**src/sv/bbcs_pkg.sv**
```systemverilog
`timescale 1ns / 1ps
`default_nettype none
// ----------------------------------------------------------------------------
// bbcs_pkg
// Shared types and constants of the bounding box center and scale unit.
// ----------------------------------------------------------------------------
package bbcs_pkg;

   // Coordinate width (signed Q8.8) and scale width (unsigned Q8.8)
   localparam int COORD_BITS = 16;
   localparam int SCALE_BITS = 16;
   localparam logic [SCALE_BITS-1:0] SCALE_RESET = SCALE_BITS'(256);

   typedef logic signed [COORD_BITS-1:0] coord_type;

   // One vertex: element 0 is x, 1 is y, 2 is z
   typedef coord_type [2:0] vertex_type;

   typedef struct packed {
      logic signed [COORD_BITS-1:0] x_coord;
      logic signed [COORD_BITS-1:0] y_coord;
      logic signed [COORD_BITS-1:0] z_coord;
      logic                         is_final;
   } req_word_type;

   typedef struct packed {
      logic signed [COORD_BITS-1:0] out_x;
      logic signed [COORD_BITS-1:0] out_y;
      logic signed [COORD_BITS-1:0] out_z;
      logic                         end_of_run;
   } rsp_word_type;

   // Finished mesh handed from the front to the back
   typedef struct packed {
      logic       bank;
      vertex_type lo;
      vertex_type hi;
   } job_type;

endpackage
`default_nettype wire

```
**src/sv/bbcs_front.sv**
```systemverilog
`timescale 1ns / 1ps
`default_nettype none
// ----------------------------------------------------------------------------
// bbcs_front
// Accepts vertices, writes them into the current store bank, tracks the
// bounding box and posts a job when the final vertex arrives.
// ----------------------------------------------------------------------------
module bbcs_front #(
   parameter int MAX_VERTS = 64
) (
   input  wire                          clock,
   input  wire                          reset,
   input  wire                          push,
   input  bbcs_pkg::req_word_type       req_word,
   output logic                         full,
   input  wire                          q_full,
   output logic                         mem_wr_en,
   output logic [((MAX_VERTS > 1) ? $clog2(MAX_VERTS) : 1):0] mem_wr_addr,
   output bbcs_pkg::vertex_type         mem_wr_data,
   output logic                         job_push,
   output bbcs_pkg::job_type            job_data,
   output logic [$clog2(MAX_VERTS + 1)-1:0] job_count
);

   localparam int CW = $clog2(MAX_VERTS + 1);
   localparam int AW = (MAX_VERTS > 1) ? $clog2(MAX_VERTS) : 1;

   logic                 bank_ff, bank_in;
   logic [CW-1:0]        count_ff, count_in;
   bbcs_pkg::vertex_type lo_ff, lo_in;
   bbcs_pkg::vertex_type hi_ff, hi_in;
   bbcs_pkg::vertex_type vin;
   logic                 accept;
   logic                 store;
   logic [CW-1:0]        count_nx;

   // Accept and box update
   always_comb begin
      vin[0] = req_word.x_coord;
      vin[1] = req_word.y_coord;
      vin[2] = req_word.z_coord;
      accept = push && !q_full;
      store  = count_ff < CW'(MAX_VERTS);
      lo_in  = lo_ff;
      hi_in  = hi_ff;
      if (store) begin
         for (int a = 0; a < 3; a++) begin
            if (count_ff == '0 || $signed(vin[a]) < $signed(lo_ff[a])) begin
               lo_in[a] = vin[a];
            end
            if (count_ff == '0 || $signed(vin[a]) > $signed(hi_ff[a])) begin
               hi_in[a] = vin[a];
            end
         end
      end
      count_nx = store ? count_ff + CW'(1) : count_ff;
      count_in = count_ff;
      bank_in  = bank_ff;
      if (accept) begin
         if (req_word.is_final) begin
            count_in = '0;
            bank_in  = !bank_ff;
         end else begin
            count_in = count_nx;
         end
      end
   end

   // Store write and job post
   always_comb begin
      full          = q_full;
      mem_wr_en     = accept && store;
      mem_wr_addr   = {bank_ff, count_ff[AW-1:0]};
      mem_wr_data   = vin;
      job_push      = accept && req_word.is_final;
      job_data.bank = bank_ff;
      job_data.lo   = lo_in;
      job_data.hi   = hi_in;
      job_count     = count_nx;
   end

   always_ff @(posedge clock) begin
      if (reset) begin
         bank_ff  <= 1'b0;
         count_ff <= '0;
      end else begin
         bank_ff  <= bank_in;
         count_ff <= count_in;
      end
   end

   // Box corners need no reset: the first vertex of a mesh loads them
   always_ff @(posedge clock) begin
      if (accept) begin
         lo_ff <= lo_in;
         hi_ff <= hi_in;
      end
   end

endmodule
`default_nettype wire

```
**config.mk**
```make
export PLATFORM = sky130hd
export DESIGN_NAME = bbcs_front
export DESIGN_NICKNAME = d
export VERILOG_FILES = /design/src/sv/bbcs_pkg.sv /design/src/sv/bbcs_front.sv
export SDC_FILE = /design/constraint.sdc
export NUM_CORES = 1
export LEC_CHECK = 0
export ABC_AREA = 1
export BUFFER_PORTS_ARGS = -buffer_cell sky130_fd_sc_hd__buf_2
export CORE_UTILIZATION = 49
export CTS_CLUSTER_DIAMETER = 60
export DETAILED_ROUTE_END_ITERATION = 10
export GPL_TIMING_DRIVEN = 0
export PLACE_DENSITY = 0.87
export SLEW_MARGIN = 25
export SYNTH_ARGS = -nofsm -noshare
export SYNTH_HDL_FRONTEND = slang
export SYNTH_SLANG_ARGS = --single-unit
export TNS_END_PERCENT = 30
```
**constraint.sdc**
```tcl
create_clock -name clock -period 6.9 [get_ports clock]
set_clock_uncertainty 0.2 [all_clocks]
set_input_delay 0.69 -clock clock [delete_from_list [all_inputs] [get_ports clock]]
set_output_delay 0.69 -clock clock [all_outputs]
set_load 0.02 [all_outputs]
```
==> run metrics <==
syn nets about 1.1k; reported leakage power 5.241 nW; Final Power between 1.5 and 2 mW; post-synth top area share 36.53%; antenna violations before repair 0; fillcell total 1344; CP max-delay cell ha_1; Power per Cell Area 181.6 nW/um^2; via count 7236; Setup Crit Path Kind in -> out; Reg power frac 42.4%; DIE AREA 16620 um^2; DR iter-0 viols 456; combinational share of power 26.0%; ys flop type edfxtp_1; I/O Pins 215; sw frac 30.96%; Area growth syn-to-layout 22.29%; most used cell, CP nand2_1; P_int 1.210 mW; Die H 128.9 um; minimum clock period 3.634 ns; Net Sw Power about 0.54 mW; Final Hold Vio Count 0; flops & latches, synth 104; status finished clean; hold_ws slightly above 0.3 ns; Peak VDD IR about 0.00012 V; startpoint types primary input; Nets 1346; fmax 0.2752 GHz; cell area after synthesis 7893 um^2; clock group share of total power 31.6%; worst slew pin tran 0.6646 ns; slew margin rel. 55.59%; Syn Inst Count 970; vias in the first global route about 6.6k; die span in x 128.9 um; H-tree depth 3; Hold Buf Count CTS 0; Post-synth EDFFs 96; maximum clock insertion buffer count 2; worst-path maximum fanout 10; num rows 46; CTS tree done; WL final around 20000 um; total CTS buffers 9; placed cell areas a little over 9000 um^2; Synth cell types 37; Post-Syn Area per Cell roughly 8.1 um^2; Synth Warn # 0; Core Area 15830 um^2; Tot GR Track Use 24.09%; Initial Util 49.87%; root buf cell clkbuf_16; I/O Buffers about 210; register area share after synthesis 38.55%; Req. time, crit path roughly 6.0 ns; CTS Sinks 104; crit path DAT between 2 and 3 ns; vias per std cell 5.099; Final Setup Violations 0; first-pass GRT wire length 31410 um; Max stage delay on crit path 0.36 ns; hold crit path type reg -> reg; CP delay by family, top simple AND/OR/NAND/NOR gates; RSZ-0062 raised after global routing false; number of remaining DRC errors 0; post_cts resized 0; Tcrit/Tclk final 52.67%; Setup crit end kind primary output; clk_lat worst skew around 0.36 ns; fin. max-slew vios 0; GP Congestion 0.8663; post-route core utilization between 60% and 70%; pin count of the biggest net entering global routing 25; DRT Pass-1 Iters 5; CP Cell Sequence buf_2 -> ha_1 -> nand2_1 -> nor3_2 -> nand2_1 -> nand2_1 -> nand2_1 -> nand2_1 -> nand2_1 -> nand2_4 -> buf_4 -> nand3_1 -> nand2_1 -> buf_2; layout cell share with drive strength beyond 1 approximately 28%; buffers plus inverters on the worst setup path 3; post-DP HPWL 15160 um; DR WL/cell roughly 14 um; Final ANT Viol Nets 0; Antenna diodes 0; Post-CTS Setup Inserts 0; total grt overflow 0; register clock-pin slew on the reported worst setup and hold paths 0.07 ns; synth top area cells edfxtp_1, ha_1, nand2_1; cell taking the most area after synthesis edfxtp_1; MaxCap Viol Count 0; Async SR Flop Fraction 0%; Final Cell Area 9652 um^2
[sequential cells by signal, indices dropped and copies added, names as in the netlist]
signal / cells
lo_ff: 48
count_ff: 7
bank_ff: 1
hi_ff: 48
[cell type report]
type | count | area, um^2 | area share [%]
clock inverter | 6 | 83.83 | 0.8686
clock buffer | 10 | 229.0 | 2.372
inverter | 141 | 529.3 | 5.484
tap | 216 | 270.3 | 2.800
buffer | 81 | 593.1 | 6.145
sequential | 104 | 3043 | 31.53
timing repair buffer | 217 | 1169 | 12.11
multi-input combinational | 644 | 3735 | 38.70
[layer usage]
metal,track usage (%),up-vias,share of wire [%]
li1,-,3574,-
met1,30.52,3329,43
met2,41.37,302,49
met3,3.867,31,6.9
met4,8.927,0,1.7
met5,0,-,0
[path summary, 6_finish.rpt]
check | start | slack, ns | cells after the start | end
setup / recovery | req_word[32] | 3.27 | 14 | job_data[30]
hold / removal | bank_ff | 0.31 | 2 | bank_ff
setup reg to reg | hi_ff[31] | 4.33 | 14 | hi_ff[30]
hold reg to reg | bank_ff | 0.31 | 2 | bank_ff
[synth_stat cells, types with 2 or more instances]
| cell type | instances |
|---|---|
| a21oi_1 | 42 |
| nand2_2 | 10 |
| clkbuf_1 | 7 |
| ha_1 | 95 |
| nor2_1 | 24 |
| nand2_4 | 9 |
| xor2_1 | 3 |
| xnor2_1 | 2 |
| nor3_2 | 2 |
| o21bai_1 | 2 |
| o21ai_1 | 2 |
| buf_2 | 3 |
| a21o_1 | 3 |
| inv_1 | 135 |
| nand3_4 | 3 |
| nand3_1 | 111 |
| edfxtp_1 | 96 |
| nand4_1 | 5 |
| buf_4 | 63 |
| dfxtp_1 | 8 |
| buf_6 | 6 |
| nor3_1 | 8 |
| nand2_1 | 306 |
| inv_2 | 5 |
| o21ai_0 | 8 |
[cell families after synthesis]
| kind of cell | Yosys count | synth area share, % |
|---|---|---|
| and+or+nand+nor | 484 | 27.55 |
| AOI/OAI and AO/OA | 60 | 4.058 |
| xor gates and xnor gates | 5 | 0.5550 |
| adders and majority gates | 95 | 15.06 |
| buffers and inverters | 222 | 14.22 |
| DFF | 104 | 38.55 |
[metrics by stage]
stage	cells	setup WS (ns)	setup TNS (ns)
CTS	1419	3.327	0
detailed placement	1403	3.345	0
global placement	1399	-0.4694	-1.948
floorplan	970	1.395	0
global route	1419	3.116	0
finish	1419	3.266	0
[layout by cell type, fill, tap and decap left out, types with 2 or more instances in the layout]
| cell type | count |
|---|---|
| nand2_1 | 306 |
| buf_2 | 216 |
| inv_1 | 135 |
| nand3_1 | 111 |
| edfxtp_1 | 96 |
| ha_1 | 95 |
| buf_4 | 63 |
| a21oi_1 | 42 |
| nor2_1 | 23 |
| nand2_2 | 10 |
| nand2_4 | 9 |
| clkbuf_16 | 9 |
| nor3_1 | 8 |
| o21ai_0 | 8 |
| clkbuf_1 | 8 |
| dfxtp_1 | 8 |
| buf_6 | 6 |
| inv_2 | 5 |
| nand4_1 | 5 |
| nand3_4 | 3 |
| a21o_1 | 3 |
| xor2_1 | 3 |
| buf_16 | 3 |
| o21bai_1 | 2 |
| o21ai_1 | 2 |
| nor3_2 | 2 |
| xnor2_1 | 2 |
| clkinv_1 | 2 |
| bufinv_16 | 2 |
| clkinvlp_4 | 2 |
[worst register-to-register path: cells and delay by family, from the launching register on]
family                   cells  cell delay, ns
AND/OR/NAND/NOR             11            1.19
flip-flops                   1            0.36
adder cells (fa/ha/maj)      1            0.35
buffers and inverters        2            0.22
[power by group through the flow]
stage	Clock, mW	Combinational (mW)	Sequential, mW
after floorplan	0	0.300	0.754
after global placement	0	0.432	0.759
after detailed placement	0	0.452	0.757
after CTS	0.561	0.456	0.743
after global routing	0.580	0.504	0.746
final	0.554	0.456	0.743
Power figures use the tool's default switching activity.
