### src/sv/bbcs_job_queue.sv
`timescale 1ns / 1ps
`default_nettype none
// ----------------------------------------------------------------------------
// bbcs_job_queue
// Two-entry queue of finished meshes between front and back. An entry is
// released only when the back has emitted the whole mesh, so the count also
// tells how many store banks are held.
// ----------------------------------------------------------------------------
module bbcs_job_queue #(
   parameter int WIDTH = 8
) (
   input  wire              clock,
   input  wire              reset,
   input  wire              push,
   input  wire [WIDTH-1:0]  push_data,
   input  wire              pop,
   output logic             valid,
   output logic             full,
   output logic [WIDTH-1:0] head
);

   logic [WIDTH-1:0] slot_ff [2];
   logic             wr_ptr_ff;
   logic             rd_ptr_ff;
   logic [1:0]       cnt_ff, cnt_in;

   always_comb begin
      valid  = cnt_ff != 2'd0;
      full   = cnt_ff == 2'd2;
      head   = slot_ff[rd_ptr_ff];
      cnt_in = cnt_ff + {1'b0, push} - {1'b0, pop};
   end

   always_ff @(posedge clock) begin
      if (reset) begin
         wr_ptr_ff <= 1'b0;
         rd_ptr_ff <= 1'b0;
         cnt_ff    <= 2'd0;
      end else begin
         if (push) begin
            wr_ptr_ff <= !wr_ptr_ff;
         end
         if (pop) begin
            rd_ptr_ff <= !rd_ptr_ff;
         end
         cnt_ff <= cnt_in;
      end
   end

   always_ff @(posedge clock) begin
      if (push) begin
         slot_ff[wr_ptr_ff] <= push_data;
      end
   end

endmodule
`default_nettype wire

### config.mk
export PLATFORM = sky130hd
export DESIGN_NAME = bbcs_job_queue
export DESIGN_NICKNAME = d
export VERILOG_FILES = /design/src/sv/bbcs_job_queue.sv
export SDC_FILE = /design/constraint.sdc
export NUM_CORES = 1
export LEC_CHECK = 0
export BUFFER_PORTS_ARGS = -buffer_cell sky130_fd_sc_hd__buf_2
export CORE_ASPECT_RATIO = 1.1
export CORE_MARGIN = 2
export CORE_UTILIZATION = 48
export DETAILED_ROUTE_END_ITERATION = 8
export GPL_TIMING_DRIVEN = 1
export PLACE_DENSITY_LB_ADDON = 0.05
export RECOVER_POWER = 100
export SLEW_MARGIN = 25
export SYNTH_ARGS = -nofsm -noshare
export SYNTH_HDL_FRONTEND = slang
export SYNTH_SLANG_ARGS = --single-unit
### constraint.sdc
create_clock -name clock -period 1.95 [get_ports clock]
set_clock_uncertainty 0.1 [all_clocks]
set_input_delay 0.2925 -clock clock [delete_from_list [all_inputs] [get_ports clock]]
set_output_delay 0.2925 -clock clock [all_outputs]
set_load 0.02 [all_outputs]
==> results of run 1 <==
==> worst max-delay path: cells and delay by family (launching register included) <==
family	cells	cell delay, ns
muxes	1	0.37
buffers and inverters	1	0.17
DFF	1	0.56
==> cell families (layout without fill, tap and decap cells) <==
family,count (synthesis),in the layout,share of synthesized area (%)
fa+ha+maj,2,2,3.15
flops,21,21,73.1
xor+xnor,3,3,5.04
simple gates,9,9,5.83
buf+inv,3,28,1.57
mux,8,8,11.3
==> registers in the layout, indices dropped and copies added (netlist names), named ones only <==
register and cells:
slot_ff 16, cnt_ff 2, rd_ptr_ff 1, wr_ptr_ff 1
==> report_power, final <==
group	internal [W]	switching, W
logic	0.0000682	0.0000868
registers	0.000519	0.0000203
clock network	0.0000762	0.000121
total	0.000664	0.000228
==> stage by stage <==
stage | setup WS [ns] | hold WS (ns) | util [%] | std cells | power (W)
CTS | 0.172 | 0.0765 | 61.0 | 88 | 0.000908
finish | 0.172 | 0.0783 | 59.7 | 88 | 0.000892
floorplan | 0.563 | 0.264 | - | 46 | 0.000660
global route | 0.114 | 0.0627 | 59.7 | 88 | 0.000932
detailed placement | 0.449 | 0.384 | 59.3 | 84 | 0.000716
global placement | 0.477 | 0.380 | 59.3 | 84 | 0.000713
==> metal layers <==
| layer | GRT usage [%] | vias up |
|---|---|---|
| met3 | 2.75 | 0 |
| li1 | - | 215 |
| met1 | 13.7 | 196 |
| met5 | 0 | - |
| met4 | 5.63 | 0 |
| met2 | 20.6 | 14 |
==> worst max-delay path by stage <==
stage	end	slack, ns	depth (start not counted)
finish	head[0]	0.17	2
global route	head[2]	0.11	2
CTS	head[2]	0.17	2
detailed placement	cnt_ff[1]	0.45	6
global placement	cnt_ff[1]	0.48	6
floorplan	cnt_ff[1]	0.56	6
==> cell type report <==
cell class,count,area (µm²)
fillers,136,628
repair buffers,22,91.3
flip-flops and latches,21,581
well taps,17,21.3
clock buffers,3,22.5
clock inverters,1,5.00
inverters,2,7.51
multi-input cells,22,201
==> cells in the final DEF, fill, tap and decap left out, drive strengths merged, types with 2 or more instances in the layout <==
| cell | count |
|---|---|
| buf | 7 |
| clkbuf | 18 |
| dfxtp | 5 |
| edfxtp | 16 |
| ha | 2 |
| inv | 2 |
| mux2 | 8 |
| nor2 | 4 |
| nor2b | 3 |
| xnor2 | 2 |
==> Yosys cell counts <==
cell | instances | area (µm²)
xnor3_1 | 1 | 22.5
nor2b_1 | 3 | 18.8
ha_1 | 2 | 25.0
inv_1 | 2 | 7.51
nor2_1 | 4 | 15.0
xnor2_1 | 2 | 17.5
mux2_1 | 8 | 90.1
buf_2 | 1 | 5.00
or2_1 | 1 | 6.26
and2_1 | 1 | 6.26
dfxtp_1 | 5 | 100
edfxtp_1 | 16 | 480
==> metrics.cfg, run 1 <==
[global_route]
antenna_found_initial = 0
overflow = 0
grt_pass1_vias = 395
grt_usage_pct = 11.8
grt_pass1_wl_mm = 1.68
grt_max_degree = 13

[clock_tree]
clkLatencyLatePin_ns = 0.29
htreeDepth = 1
cts.sinks = 21
cts_hold_buf = 0
cts-resized-gates = 0
cts_root_buf = clkbuf_4
cts_tree = done
post_cts_buffers = 0
cts_buffers = 3
path_clk_slew_ns = 0.11
cts_buffer_depth = 2

[placement]
hpwl_um = 809
dpl_cell_area_um2 = 923
io_buffer_count = 21
place.gp.congestion = 0.616

[critical_path]
r2r_end = cnt_ff[1]
critical_path.max_fanout = 8
cp-start-kind = register
critical_path_required_ns = 1.56
path_class = register to primary output
arrival_ns = 1.39
r2r_setup_slack_ns = 0.46
r2r_start = cnt_ff[0]
reg2reg_depth = 6
crit_path_end_kind = primary output
cp_slowest_cell = dfxtp_1
slowest_delay_ns = 0.56
crit_chain = mux2_1 -> clkbuf_1

[synth]
avgSynthCellArea_um2 = 17.3
synth_cells = 46
synth-warning-count = 0
synth_seq_cells = 21
ys_types = 12
synth_seq_area_share_pct = 73.1
syn_nets = 60
netlist_area_um2 = 795

[timing]
rsz0062_at_grt = no
period_minus_slack_ns = 1.78
slew_violations = 0
setup_violations = 0
period_share_pct = 91.2
final.setup.tns_ns = 0
fmax_mhz = 562
finalHoldViolations = 0
slew_headroom_pct = 63.3
tightestPinTransition_ns = 0.550

[floorplan]
start_util_pct = 51.0
die-width_um = 42.8
num_rows = 15
io_pins = 22
die_y_um = 46.7
die_area_um2 = 2000
coreArea_um2 = 1560

[drt]
ant_nets = 0
met1_length_um = 454
drc = 0
wl_per_cell_um = 12.5
dr_total_vias = 425
avgViaCountPerCell = 4.83
wl_met3_um = 68
met2_wirelength_um = 574
wirelength_mm = 1.10
dr.pass1.iters = 2
drtIter0Drc = 8
highest_layer = met3

[pwr]
power_density_nw_per_um2 = 959
vdd_drop_max_mv = 0.587
leakage_nw = 0.347

[final_layout]
diodes = 0
layout-drive-gt1-share_pct = 15.5
design_area_um2 = 930
area_delta_synth_final_pct = 17.0
layout.nets = 86

[hold_path]
min_path_type = input port to register
hold-path-endpoint = slot_ff[0][0]
worstHoldPathCells = 1
min_from = push_data[0]

[flow_run]
drv_cap = 0

[run_status]
status = finished, final reports clean

Power figures use the tool's default switching activity.
==> run 2, diff against run 1 <==
GPL_TIMING_DRIVEN = 0   (was 1)
==> run 2 against run 1 <==
Compared with the run above: combinational power increased by 4%; sequential share of layout area is 0.33 points lower; register-to-register slack better by 0.05 ns; via count is 1.4% lower; routed wire length fell by 5.2%; non-clock buffer count did not move; critical path depth is 1 higher; clock-buffer cell count up 1; global-route usage shrank 0.26 points; cell count is the same; critical path type unchanged; critical endpoint is now head[4].
==> metrics.cfg, run 2 (synthesis results as in run 1) <==
[global_route]
antenna_found_initial = 0
overflow = 0
grt_usage_pct = 11.5
grt_pass1_wl_mm = 1.54
grt_max_degree = 12
grt_pass1_vias = 370

[critical_path]
cp_slowest_cell = mux2_1
critical_path.max_fanout = 8
reg2reg_depth = 6
cp-endpoint = head[4]
crit_chain = clkbuf_2 -> mux2_1 -> clkbuf_1
critical_path_required_ns = 1.56
cp-start-kind = register
crit_path_end_kind = primary output
path_class = register to primary output
r2r_setup_slack_ns = 0.51
r2r_start = cnt_ff[0]
arrival_ns = 1.36
slowest_delay_ns = 0.36
r2r_end = cnt_ff[1]

[final_layout]
area_delta_synth_final_pct = 17.6
stdcell_count = 88
fillCellCount = 139
mostFrequentLayoutCells = edfxtp_1, clkbuf_1, buf_2
layout.nets = 86
final_common_cell = edfxtp_1
regArea_um2 = 581
diodes = 0
multi_input_comb_area_um2 = 201
layout-drive-gt1-share_pct = 21.1
top_register = slot_ff
largest_register_ffs = 16
reg_top3 = slot_ff x16, cnt_ff x2

[pwr]
p_seq_share_pct = 59.8
pwr-share-clk_pct = 22.1
vdd_drop_max_mv = 0.598
power_density_nw_per_um2 = 954
power_frac_comb_pct = 18.1
leakage_nw = 0.358
netSwitchingFraction_pct = 24.9
switching_power_w = 0.000222
p_int_w = 0.000669

[placement]
place.gp.congestion = 0.574
io_buffer_count = 21
hpwl_um = 762
dp.cells = 84
post-place-ws_ns = 0.424

[clock_tree]
cts_buffer_depth = 2
cts.sinks = 21
cts_buffers = 3
htreeDepth = 1
cts-resized-gates = 0
cts_hold_buf = 0
cts_root_buf = clkbuf_4
path_clk_slew_ns = 0.11
clkLatencyLatePin_ns = 0.29
cts_tree = done
post_cts_buffers = 0

[timing]
setup_slack_ns = 0.194
finalHoldViolations = 0
fmax_mhz = 569
tightestPinTransition_ns = 0.703
slew_violations = 0
period_minus_slack_ns = 1.76
slew_headroom_pct = 53.0
rsz0062_at_grt = no
period_share_pct = 90.1
final.setup.tns_ns = 0
setup_violations = 0

[floorplan]
num_rows = 15
coreArea_um2 = 1560
die_y_um = 46.7
start_util_pct = 51.0
die_area_um2 = 2000
die-width_um = 42.8
io_pins = 22

[drt]
dr_total_vias = 419
drc = 0
avgViaCountPerCell = 4.76
wl_per_cell_um = 11.8
wirelength_mm = 1.04
ant_nets = 0
drtIter0Drc = 3
dr.pass1.iters = 2

[flow_run]
drv_cap = 0

[hold_path]
min_path_type = input port to register
worstHoldPathCells = 1

[run_status]
status = finished, final reports clean

-- run 2: cell count changes in the layout (fill, tap and decap cells not counted) --
cell      delta
buf_2        +4
clkbuf_1     -4
clkbuf_2     +1
clkinv_2     -1
-- run 2: worst min-delay path by stage --
stage          slack, ns            end          from
2_1_floorplan       0.26      cnt_ff[0]         reset
3_3_place_gp        0.38  slot_ff[0][6]  push_data[6]
3_5_place_dp        0.38  slot_ff[1][0]  push_data[0]
4_1_cts             0.06  slot_ff[1][6]  push_data[6]
5_1_grt             0.06  slot_ff[1][1]  push_data[1]
6_report            0.08  slot_ff[1][1]  push_data[1]
-- run 2: final cells by class --
class | count | share of cell area, %
sequential | 21 | 62.1
multi-input combinational | 22 | 21.6
timing repair buffer | 21 | 9.91
clock buffer | 4 | 2.81
tap | 17 | 2.28
inverter | 2 | 0.803
buffer | 1 | 0.535
-- run 2: worst max-delay path: cells and delay by family (launching register included) --
kind	cells	cell delay [ns]
muxes	1	0.36
buffers and inverters	2	0.39
DFF	1	0.32
-- run 2: metrics by stage --
step	hold slack [ns]	utilization [%]	total power, W	cell area, µm²
final	0.0829	60.0	0.000891	935
after global routing	0.0648	60.0	0.000933	935
after CTS	0.0637	60.8	0.000913	947
after detailed placement	0.384	59.1	0.000714	921
after global placement	0.381	59.1	0.000712	921
after floorplan	0.264	-	0.000660	795
-- run 2: power groups by stage --
stage | Clock, W | Combinational (W) | Sequential [W]
final | 0.000197 | 0.000161 | 0.000533
after global routing | 0.000219 | 0.000176 | 0.000538
after CTS | 0.000209 | 0.000172 | 0.000533
after detailed placement | 0 | 0.000171 | 0.000543
after global placement | 0 | 0.000170 | 0.000542
after floorplan | 0 | 0.000119 | 0.000540
-- run 2: per-layer routing --
| metal | vias up | track usage [%] | wire length [µm] |
|---|---|---|---|
| li1 | 212 | - | - |
| met1 | 195 | 12.5 | 461 |
| met2 | 12 | 19.7 | 528 |
| met3 | 0 | 3.53 | 50 |
| met4 | 0 | 7.50 | 0 |
| met5 | - | 0 | 0 |
